[config.mk]
export PLATFORM = sky130hd
export DESIGN_NAME = sem_grad
export DESIGN_NICKNAME = d
export VERILOG_FILES = /design/src/hw/rtl/sem_pkg.sv /design/src/hw/rtl/sem_grad.sv
export VERILOG_INCLUDE_DIRS = /design/src /design/src/hw/rtl
export SDC_FILE = /design/constraint.sdc
export NUM_CORES = 1
export LEC_CHECK = 0
export BUFFER_PORTS_ARGS = -buffer_cell sky130_fd_sc_hd__buf_4
export CAP_MARGIN = 10
export CORE_ASPECT_RATIO = 1.5
export CORE_MARGIN = 4
export CORE_UTILIZATION = 55
export CTS_CLUSTER_DIAMETER = 200
export DETAILED_ROUTE_END_ITERATION = 16
export PLACE_DENSITY_LB_ADDON = 0.05
export SLEW_MARGIN = 0
export SYNTH_ARGS = -nofsm -noshare
export SYNTH_HDL_FRONTEND = slang
export SYNTH_SLANG_ARGS = --single-unit
[constraint.sdc]
create_clock -name clk_i -period 6.33 [get_ports clk_i]
set_clock_uncertainty 0.15 [all_clocks]
set_input_delay 0.3165 -clock clk_i [delete_from_list [all_inputs] [get_ports clk_i]]
set_output_delay 0.3165 -clock clk_i [all_outputs]
set_load 0.02 [all_outputs]
[src/hw/rtl/sobel_edge_magnitude_unit_assert.svh]
// Assertion macros shared by the Sobel edge magnitude RTL
`ifndef SOBEL_EDGE_MAGNITUDE_UNIT_ASSERT_SVH
`define SOBEL_EDGE_MAGNITUDE_UNIT_ASSERT_SVH

// Same-cycle implication, sampled on clk_i, off while rst_ni is low
`define SEM_ASSERT_IMPL(lbl, ante, cons, msg) \
  lbl: assert property (@(posedge clk_i) disable iff (!rst_ni) (ante) |-> (cons)) \
    else $error(msg);

// Next-cycle implication, sampled on clk_i, off while rst_ni is low
`define SEM_ASSERT_NEXT(lbl, ante, cons, msg) \
  lbl: assert property (@(posedge clk_i) disable iff (!rst_ni) (ante) |=> (cons)) \
    else $error(msg);

`endif

[src/hw/rtl/sem_pkg.sv]
// Package: constants and types of the Sobel edge magnitude unit
package sem_pkg;

  localparam int unsigned SEM_MAX_LINE  = 1024;
  localparam int unsigned SEM_RESET_DIM = 400;
  localparam int unsigned SEM_MIN_DIM   = 3;
  localparam int unsigned SEM_PIX_W     = 8;
  localparam int unsigned SEM_CFG_W     = 11;
  localparam int unsigned SEM_GRAD_W    = 10;
  localparam int unsigned SEM_EDGE_MAX  = 255;

  // Configuration register indexes
  typedef enum logic {
    SEM_REG_LINE_LENGTH = 1'b0,
    SEM_REG_LINE_COUNT  = 1'b1
  } sem_reg_e;

  // Pixels of the 3x3 window used by the gradients (centre pixel has weight zero)
  typedef struct packed {
    logic [SEM_PIX_W-1:0] l0;
    logic [SEM_PIX_W-1:0] l1;
    logic [SEM_PIX_W-1:0] l2;
    logic [SEM_PIX_W-1:0] m0;
    logic [SEM_PIX_W-1:0] m2;
    logic [SEM_PIX_W-1:0] r0;
    logic [SEM_PIX_W-1:0] r1;
    logic [SEM_PIX_W-1:0] r2;
  } sem_win_t;

  // Position flags carried with a result
  typedef struct packed {
    logic line_end;
    logic frame_end;
  } sem_flags_t;

endpackage

[src/hw/rtl/sem_grad.sv]
// Gradient stage and output register: |Gx| + |Gy| saturated to 8 bits
module sem_grad import sem_pkg::*; (
  input  logic                 clk_i,
  input  logic                 rst_ni,
  input  logic                 load_i,
  input  logic                 prod_i,
  input  sem_win_t             win_i,
  input  sem_flags_t           flags_i,
  output logic                 free_o,
  output logic                 out_valid_o,
  input  logic                 out_ready_i,
  output logic [SEM_PIX_W-1:0] edge_value_o,
  output logic                 line_end_o,
  output logic                 frame_end_o
);

  `include "sobel_edge_magnitude_unit_assert.svh"

  logic [SEM_GRAD_W-1:0] sum_a, sum_b, sum_c, sum_d;
  logic [SEM_GRAD_W-1:0] gx_d, gy_d, gx_q, gy_q;
  logic [SEM_GRAD_W:0]   mag;
  logic                  s2_v_q, out_v_q, out_free;
  sem_flags_t            s2_flags_q, out_flags_q;
  logic [SEM_PIX_W-1:0]  edge_d, edge_q;

  // Weighted column and row sums
  assign sum_a = SEM_GRAD_W'(win_i.r0) + {1'b0, win_i.r1, 1'b0} + SEM_GRAD_W'(win_i.r2);
  assign sum_b = SEM_GRAD_W'(win_i.l0) + {1'b0, win_i.l1, 1'b0} + SEM_GRAD_W'(win_i.l2);
  assign sum_c = SEM_GRAD_W'(win_i.l2) + {1'b0, win_i.m2, 1'b0} + SEM_GRAD_W'(win_i.r2);
  assign sum_d = SEM_GRAD_W'(win_i.l0) + {1'b0, win_i.m0, 1'b0} + SEM_GRAD_W'(win_i.r0);

  // Absolute differences
  assign gx_d = (sum_a >= sum_b) ? (sum_a - sum_b) : (sum_b - sum_a);
  assign gy_d = (sum_c >= sum_d) ? (sum_c - sum_d) : (sum_d - sum_c);

  // Magnitude and saturation
  assign mag    = {1'b0, gx_q} + {1'b0, gy_q};
  assign edge_d = (mag > (SEM_GRAD_W+1)'(SEM_EDGE_MAX)) ? SEM_PIX_W'(SEM_EDGE_MAX)
                                                         : SEM_PIX_W'(mag);

  assign out_free = !out_v_q || out_ready_i;
  assign free_o   = !s2_v_q || out_free;

  // Advance valid flags
  always_ff @(posedge clk_i or negedge rst_ni) begin
    if (!rst_ni) begin
      s2_v_q  <= 1'b0;
      out_v_q <= 1'b0;
    end else begin
      if (free_o) begin
        s2_v_q <= load_i && prod_i;
      end
      if (out_free) begin
        out_v_q <= s2_v_q;
      end
    end
  end

  // Hold payload while stalled
  always_ff @(posedge clk_i) begin
    if (free_o && load_i) begin
      gx_q       <= gx_d;
      gy_q       <= gy_d;
      s2_flags_q <= flags_i;
    end
    if (out_free && s2_v_q) begin
      edge_q      <= edge_d;
      out_flags_q <= s2_flags_q;
    end
  end

  assign out_valid_o  = out_v_q;
  assign edge_value_o = edge_q;
  assign line_end_o   = out_flags_q.line_end;
  assign frame_end_o  = out_flags_q.frame_end;

  `SEM_ASSERT_IMPL(a_fend_lend, out_v_q && out_flags_q.frame_end, out_flags_q.line_end,
                   "frame end without line end")
  `SEM_ASSERT_NEXT(a_out_hold, out_v_q && !out_ready_i, out_v_q,
                   "result dropped while stalled")

endmodule

==> results of run 1 <==
cell type report:
class	instances	area (um2)
clock buffers	5	125
repair buffers	84	633
inverters	56	210
clock inverters	3	16.3
multi-input cells	410	3760
well taps	110	138
fillers	755	2990
flip-flops and latches	34	1010
through the flow:
stage / hold slack [ns] / utilization, % / power, mW
floorplan: -0.129 / - / 2.02
detailed placement: -0.0474 / 64.7 / 2.41
global route: 0.0539 / 66.4 / 2.91
finish: 0.0578 / 66.4 / 2.66
CTS: 0.0513 / 66.4 / 2.66
global placement: -0.0506 / 64.7 / 2.36
registers in the layout, summed over array words and instances, names as in the netlist:
signal,flops
s2_flags_q,2
gx_q,10
edge_value_o,8
gy_q,10
line_end_o,1
s2_v_q,1
out_valid_o,1
frame_end_o,1
critical path: stages:
cell,delay (ns)
sky130_fd_sc_hd__buf_4,0.08
sky130_fd_sc_hd__inv_1,0.07
sky130_fd_sc_hd__fa_1,0.54
sky130_fd_sc_hd__inv_1,0.05
sky130_fd_sc_hd__ha_1,0.23
sky130_fd_sc_hd__fa_1,0.41
sky130_fd_sc_hd__a21o_1,0.17
sky130_fd_sc_hd__a21oi_1,0.22
sky130_fd_sc_hd__o21bai_1,0.09
sky130_fd_sc_hd__a21oi_1,0.22
sky130_fd_sc_hd__xnor2_1,0.13
sky130_fd_sc_hd__ha_1,0.38
sky130_fd_sc_hd__nand2_1,0.09
sky130_fd_sc_hd__o21ai_1,0.23
sky130_fd_sc_hd__a211oi_2,0.08
sky130_fd_sc_hd__a21oi_1,0.84
sky130_fd_sc_hd__mux2i_1,0.33
sky130_fd_sc_hd__xnor2_1,0.08
cell usage after synthesis (all sizes together) (5+ instances only):
cell type   n
ha         84
inv        56
a21oi      40
fa         37
edfxtp     32
xor2       29
nor2       27
xnor2      27
a21o       22
nand2      21
mux2i      16
o21ai      16
nand2b      9
nor2b       9
buf         7
nor3        7
o21a        7
nand3       5
o41ai       5
routing by layer:
metal | part of all wire, % | wire length, um | vias up
li1 | - | - | 1952
met1 | 37 | 4270 | 1804
met2 | 52 | 5980 | 144
met3 | 5.5 | 632 | 25
met4 | 4.5 | 510 | 0
met5 | 0 | 0 | -
power groups by stage:
stage	sequential (mW)	clock, mW	combinational (mW)
global route	0.462	0.244	2.20
finish	0.456	0.234	1.97
global placement	0.461	0	1.90
CTS	0.459	0.237	1.96
floorplan	0.451	0	1.57
detailed placement	0.464	0	1.95
how the worst max path moves through the flow:
stage                     depth (start not counted)  startpoint  slack [ns]  endpoint
after global routing                             18    win_i[1]        1.24   gy_q[3]
after global placement                           18    win_i[1]        1.46   gy_q[3]
after floorplan                                  18    win_i[1]        2.25   gx_q[2]
after CTS                                        18    win_i[1]        1.61   gy_q[5]
final                                            18    win_i[1]        1.65   gy_q[5]
after detailed placement                         18    win_i[1]        1.32   gy_q[5]
cell families (layout without fill, tap and decap cells):
group / Yosys count / after routing / synth area share [%]
compound gates: 121 / 121 / 16.8
buf+inv: 65 / 148 / 5.34
flops: 34 / 34 / 20.1
mux: 16 / 16 / 3.18
simple gates: 96 / 96 / 9.38
fa+ha+maj: 121 / 121 / 35.6
xor+xnor: 56 / 56 / 9.73
what timing repair did:
| item | CTS | global route |
|---|---|---|
| hold endpoints to repair | 2 | 0 |
| hold buffers | 1 | 0 |
| buffers inserted | 0 | 0 |
| setup endpoints to repair | 0 | 0 |
==> key figures, run 1 <==
Setup path
  – Kind of capture point of the worst setup path: flip-flop
  – Worst flop-to-flop path endpoint: edge_value_o[0]
  – Setup Crit Path Kind: input port to flip-flop
  – Type of origin of the critical path: input port
  – Data arrival time of the worst path: 4.56 ns
  – Largest fanout of any net on the critical path: 9
  – Beginning of the worst register-to-register path: gx_q[0]
  – Endpoint required time on the critical path: 6.21 ns
  – Worst reg2reg setup slack: 3.75 ns
  – Length in cells of the worst reg-to-reg path: 8

GRT
  – Met2 usage: 40.3%
  – Met3 GRT Util: 2.96%
  – Global routing's busiest layer: met2
  – Largest net degree at the start of global routing: 23
  – Met1 global-route usage: 23.6%
  – Combined global-route utilization of all metal layers: 22.0%
  – Number of global-route vias before repair: 4155
  – Number of antenna violations at the first check in global routing: 0
  – Wire length of the first global-routing pass: 18.9 mm
  – Residual overflow from global routing: 0

STA
  – Unrepaired setup endpoints after global routing: false
  – Max-slew violation count: 0
  – Headroom to the max-slew limit: 29.5%
  – Hold violation count in the final report: 0
  – Portion of the clock cycle consumed by the worst path in the final layout: 73.9%
  – Shortest period the worst path allows: 4.68 ns
  – Highest attainable clock frequency: 0.214 GHz
  – Final setup fails: 0
  – TNS Setup: 0 ns
  – Setup WS post-layout: 1.65 ns
  – Actual transition at the worst max-transition pin: 1.06 ns

Clocking
  – H-tree depth: 2
  – Maximum clock path buffer count: 2
  – Clock sinks: 34
  – Insertion delay to the later sink of the worst-skew pair: 0.28 ns
  – Post-CTS clock slew at the launch and capture registers of the worst setup and hold paths: 0.05 ns
  – Total of cells resized after clock tree synthesis: 0
  – Clock Tree Root: sky130_fd_sc_hd__clkbuf_16
  – Clock tree from TritonCTS: yes
  – CTS buffer count: 5

Floorplanning
  – Initial core utilization: 56.7%
  – Area of the die: 0.0108 mm2
  – Core ar.: 0.00888 mm2
  – Die Ht: 125 um
  – Die outline width: 86.2 um
  – Standard-cell row count: 42
  – Number of top-level design ports: 83

Routing
  – Number of search-and-repair iterations in the first detailed-routing pass: 4
  – ANT nets after route: 0
  – DRC violations left: 0
  – Routed wire length per instance: 16.2 um
  – Per-cell via count in the routed design: 5.59
  – Drt initial violations: 248
  – Wire length reported by the detailed router: 11.4 mm
  – Overall via count from detail_route: 3925

Final layout
  – Non-filler instance count after layout: 702
  – Layout net count: 783
  – Finished Cell Area: 0.00589 mm2
  – Layout overhead on the synthesized area: 16.9%
  – Highest-count cells in the layout ignoring fill and taps: sky130_fd_sc_hd__ha_1 (84), sky130_fd_sc_hd__buf_4 (83), sky130_fd_sc_hd__inv_1 (56)
  – Commonest non-fill, non-tap cell in the layout: sky130_fd_sc_hd__ha_1
  – Share of cells above drive strength 1: 17.2%
  – Number of diodes: 0

Power
  – Proportion of power drawn by flip-flops and latches: 17.2%
  – Leakage: 2.80 nW
  – Share of total power in the clock network: 8.8%
  – Pwr Density: 451 mW/mm2
  – Switching share of power: 45.6%
  – Net switching power: 1.21 mW
  – Max VDD drop: 0.239 mV
  – Part of the power in combinational logic: 74.0%
  – Internal power: 1.45 mW

Synthesis
  – Synth area leaders: sky130_fd_sc_hd__ha_1 (21%), sky130_fd_sc_hd__edfxtp_1 (19%), sky130_fd_sc_hd__fa_1 (15%), sky130_fd_sc_hd__xor2_1 (5.0%), sky130_fd_sc_hd__xnor2_1 (4.7%)
  – Synthesized instance count: 509
  – Top flip-flop cell by instance count after synthesis: sky130_fd_sc_hd__edfxtp_1
  – Area fraction of the dominant cell type after synthesis: 20.9%
  – Nets in the synthesized netlist: 701
  – Biggest area consumer among synthesized cells: sky130_fd_sc_hd__ha_1
  – Fraction of synthesis flops using an asynchronous set or reset pin: 5.88%
  – Mean instance size in the synthesized netlist: 9.90 um2
  – Post-synthesis instance area: 0.00504 mm2
  – Part of the Yosys area used for sequential elements: 20.1%
  – Number of register bits inferred by synthesis: 34
  – Synthesis warning total: 0
  – Cell variety after synth: 55
  – Number of enable-type register cells in the synthesized netlist: 32

Place
  – Area after detailed placement: 0.00574 mm2
  – Placer Congestion: 0.921
  – Detail Placement HPWL: 10.0 mm
  – Setup slack after placement: 1.32 ns
  – Count of input and output buffers: 82
  – # placed instances: 693

Worst hold path
  – Endpoint with the worst hold slack: s2_flags_q[1]
  – Worst Hold Launch: flags_i[1]
  – Worst hold path type: input port to flip-flop
  – Hold-critical path depth: 1

Flow run
  – Max_cap viols: 0

Outcome
  – Result of the run: completed
No activity file was read; power rests on OpenSTA's default activity.
==> run 2, diff against run 1 <==
--- a/config.mk
+++ b/config.mk
@@ -6,11 +6,12 @@
 export SDC_FILE = /design/constraint.sdc
 export NUM_CORES = 1
 export LEC_CHECK = 0
+export ABC_AREA = 1
 export BUFFER_PORTS_ARGS = -buffer_cell sky130_fd_sc_hd__buf_4
 export CAP_MARGIN = 10
 export CORE_ASPECT_RATIO = 1.5
 export CORE_MARGIN = 4
-export CORE_UTILIZATION = 55
+export CORE_UTILIZATION = 54
 export CTS_CLUSTER_DIAMETER = 200
 export DETAILED_ROUTE_END_ITERATION = 16
 export PLACE_DENSITY_LB_ADDON = 0.05
==> constraint.sdc (replaced) <==
create_clock -name clk_i -period 4.3 [get_ports clk_i]
set_clock_uncertainty 0.15 [all_clocks]
set_input_delay 0.215 -clock clk_i [delete_from_list [all_inputs] [get_ports clk_i]]
set_output_delay 0.215 -clock clk_i [all_outputs]
set_load 0.02 [all_outputs]
==> run 2 against run 1 <==
  * Combinational power grew 93%
  * Clock power grew 99%
  * Power grew 86%
  * Via count grew 31%
  * Cell area grew 16%
  * Worst hold slack lost 0.011 ns
  * Sequential share of layout area shrank 2.3 points
  * Critical path depth grew 1
  * Non-clock buffer count grew 3
  * Global-route usage grew 2.0 points
  * Wire length grew 29%
  * Critical endpoint is now gx_q[8]
==> key figures, run 2 <==
Clocking
  – Maximum clock path buffer count: 2
  – CTS Hold Bufs: 5
  – H-tree depth: 2
  – Post CTS Setup Buffer Count: 0
  – Clock tree from TritonCTS: yes
  – Clock Tree Root: sky130_fd_sc_hd__clkbuf_16
  – Insertion delay to the later sink of the worst-skew pair: 0.28 ns
  – Total of cells resized after clock tree synthesis: 0
  – CTS buffer count: 5
  – Clock sinks: 34
  – Post-CTS clock slew at the launch and capture registers of the worst setup and hold paths: 0.05 ns

Floorplanning
  – Area of the die: 0.0126 mm2
  – Core ar.: 0.0106 mm2
  – Standard-cell row count: 46
  – Die Ht: 136 um
  – Die outline width: 93.1 um
  – Initial core utilization: 55.4%
  – Number of top-level design ports: 83

GRT
  – Global routing's busiest layer: met2
  – Number of antenna violations at the first check in global routing: 0
  – Residual overflow from global routing: 0
  – Wire length of the first global-routing pass: 23.9 mm
  – Met3 GRT Util: 2.50%
  – Largest net degree at the start of global routing: 23
  – Met2 usage: 47.2%
  – Number of global-route vias before repair: 5370
  – Met1 global-route usage: 23.8%
  – Combined global-route utilization of all metal layers: 24.0%

Worst hold path
  – Worst Hold Launch: out_ready_i
  – Worst hold path type: input port to flip-flop

Final layout
  – Finished Cell Area: 0.00682 mm2
  – Commonest non-fill, non-tap cell in the layout: sky130_fd_sc_hd__nand2_1
  – Number of diodes: 0
  – Highest-count cells in the layout ignoring fill and taps: sky130_fd_sc_hd__nand2_1 (175), sky130_fd_sc_hd__inv_1 (125), sky130_fd_sc_hd__ha_1 (84)
  – Share of cells above drive strength 1: 16.1%
  – Layout net count: 1027
  – Layout overhead on the synthesized area: 16.2%

Synthesis
  – Top flip-flop cell by instance count after synthesis: sky130_fd_sc_hd__edfxtp_1
  – Synthesis warning total: 0
  – Synthesized instance count: 751
  – Cell variety after synth: 37
  – Number of register bits inferred by synthesis: 34
  – Post-synthesis instance area: 0.00587 mm2
  – Part of the Yosys area used for sequential elements: 17.2%
  – Number of enable-type register cells in the synthesized netlist: 32
  – Biggest area consumer among synthesized cells: sky130_fd_sc_hd__ha_1
  – Mean instance size in the synthesized netlist: 7.82 um2
  – Fraction of synthesis flops using an asynchronous set or reset pin: 5.88%
  – Area fraction of the dominant cell type after synthesis: 17.9%
  – Most repeated cell in the gate-level netlist after synthesis: sky130_fd_sc_hd__nand2_1
  – Synth area leaders: sky130_fd_sc_hd__ha_1 (18%), sky130_fd_sc_hd__edfxtp_1 (16%), sky130_fd_sc_hd__fa_1 (13%), sky130_fd_sc_hd__nand2_1 (11%), sky130_fd_sc_hd__inv_1 (8.0%)
  – Nets in the synthesized netlist: 943
  – Top cells by instance count after synthesis: sky130_fd_sc_hd__nand2_1 (175), sky130_fd_sc_hd__inv_1 (125), sky130_fd_sc_hd__ha_1 (84), sky130_fd_sc_hd__a21oi_1 (51), sky130_fd_sc_hd__nand3_1 (46)

Setup path
  – Slowest cell on the critical path: sky130_fd_sc_hd__fa_1
  – Endpoint required time on the critical path: 4.18 ns
  – Largest fanout of any net on the critical path: 9
  – Maximum single-stage delay on the critical path: 0.49 ns
  – Kind of capture point of the worst setup path: flip-flop
  – Type of origin of the critical path: input port
  – Setup Crit Path Kind: input port to flip-flop
  – Data arrival time of the worst path: 3.56 ns
  – Buffers plus inverters on the worst setup path: 5
  – Beginning of the worst register-to-register path: gx_q[0]
  – Worst-path cell chain: buf_4 -> inv_1 -> fa_1 -> inv_1 -> ha_1 -> inv_1 -> fa_1 -> nand3b_1 -> nand2_1 -> a21oi_1 -> o21bai_1 -> xnor2_1 -> ha_1 -> inv_2 -> o21ai_1 -> a21boi_2 -> nand4_2 -> nand2_1 -> nand2_1
  – Startpoint of the most critical setup path: win_i[41]
  – Delay-heaviest family, CP: adder cells

Routing
  – Number of search-and-repair iterations in the first detailed-routing pass: 5
  – Overall via count from detail_route: 5152
  – Per-cell via count in the routed design: 5.26
  – Routed wire length per instance: 15.0 um
  – ANT nets after route: 0
  – DRC violations left: 0
  – Wire length reported by the detailed router: 14.7 mm
  – Drt initial violations: 202

STA
  – Max-slew violation count: 0
  – Highest attainable clock frequency: 0.272 GHz
  – Actual transition at the worst max-transition pin: 1.09 ns
  – Final setup fails: 0
  – TNS Setup: 0 ns
  – Headroom to the max-slew limit: 27.6%
  – Shortest period the worst path allows: 3.67 ns
  – Portion of the clock cycle consumed by the worst path in the final layout: 85.4%
  – Hold violation count in the final report: 0
  – Unrepaired setup endpoints after global routing: false

Place
  – Placer Congestion: 0.917
  – Area after detailed placement: 0.00658 mm2
  – Detail Placement HPWL: 13.2 mm
  – Count of input and output buffers: 82

Power
  – Max VDD drop: 0.292 mV
  – Pwr Density: 727 mW/mm2
  – Leakage: 3.56 nW

Flow run
  – Max_cap viols: 0

Outcome
  – Result of the run: completed
[run 2: changes by cell type after synthesis, sizes merged, moves of 10 or more]
cell   previous run  this run
a21o             22         2
nor2             27        37
a21oi            40        55
xnor2            27        13
xor2             29        42
nand3             5        48
nand2            21       190
nand4             2        21
mux2i            16         0
inv              56       126
[run 2: cell type report]
| type | instances | area (um2) |
|---|---|---|
| clock inverter | 3 | 68.8 |
| multi-input combinational | 581 | 4300 |
| timing repair buffer | 87 | 666 |
| clock buffer | 5 | 125 |
| fill | 994 | 3770 |
| tap | 144 | 180 |
| sequential | 34 | 1010 |
| inverter | 126 | 473 |
[run 2: tightest hold or removal path: cells and delay by family]
family	cells	cell delay [ns]
buffers and inverters	2	0.12
and+or+nand+nor	2	0.09
[run 2: cell families after synthesis]
group | share of synthesized area (%)
AO/OA/AOI/OAI | 10.3
XOR/XNOR | 8.21
adder cells (fa/ha/maj) | 30.5
buffers and inverters | 9.55
flip-flops | 17.2
AND/OR/NAND/NOR | 24.2
[run 2: path summary, 6_finish.rpt]
path,end,slack [ns],cells past startpoint
setup / recovery,gx_q[8],0.63,19
hold / removal,out_valid_o,0.05,4
setup reg to reg,edge_value_o[2],2.01,8
hold reg to reg,frame_end_o,0.28,0
max in group asynchronous,out_valid_o,3.79,2
min in group asynchronous,s2_v_q,0.12,2
[run 2: power by group]
part	switching (mW)	leakage, nW	internal, mW
sequential	0.0759	0.325	0.605
clock	0.132	0.0940	0.333
combinational	2.37	3.14	1.45
total	2.57	3.56	2.38
[run 2: stage by stage]
step / worst slack (ns) / utilization, % / hold WS [ns] / std cells / power, mW
finish: 0.627 / 64.4 / 0.0469 / 980 / 4.96
floorplan: 0.844 / - / -0.231 / 751 / 3.72
CTS: 0.630 / 64.4 / 0.0430 / 980 / 4.96
global route: 0.331 / 64.4 / 0.0755 / 980 / 5.47
global placement: 0.481 / 62.1 / -0.153 / 967 / 4.40
detailed placement: 0.349 / 62.1 / -0.150 / 967 / 4.47
[run 2: layer usage]
layer | up-vias | part of all wire (%)
met5 | - | 0
met4 | 0 | 5.5
met3 | 41 | 4.0
met2 | 169 | 54
met1 | 2332 | 37
li1 | 2610 | -
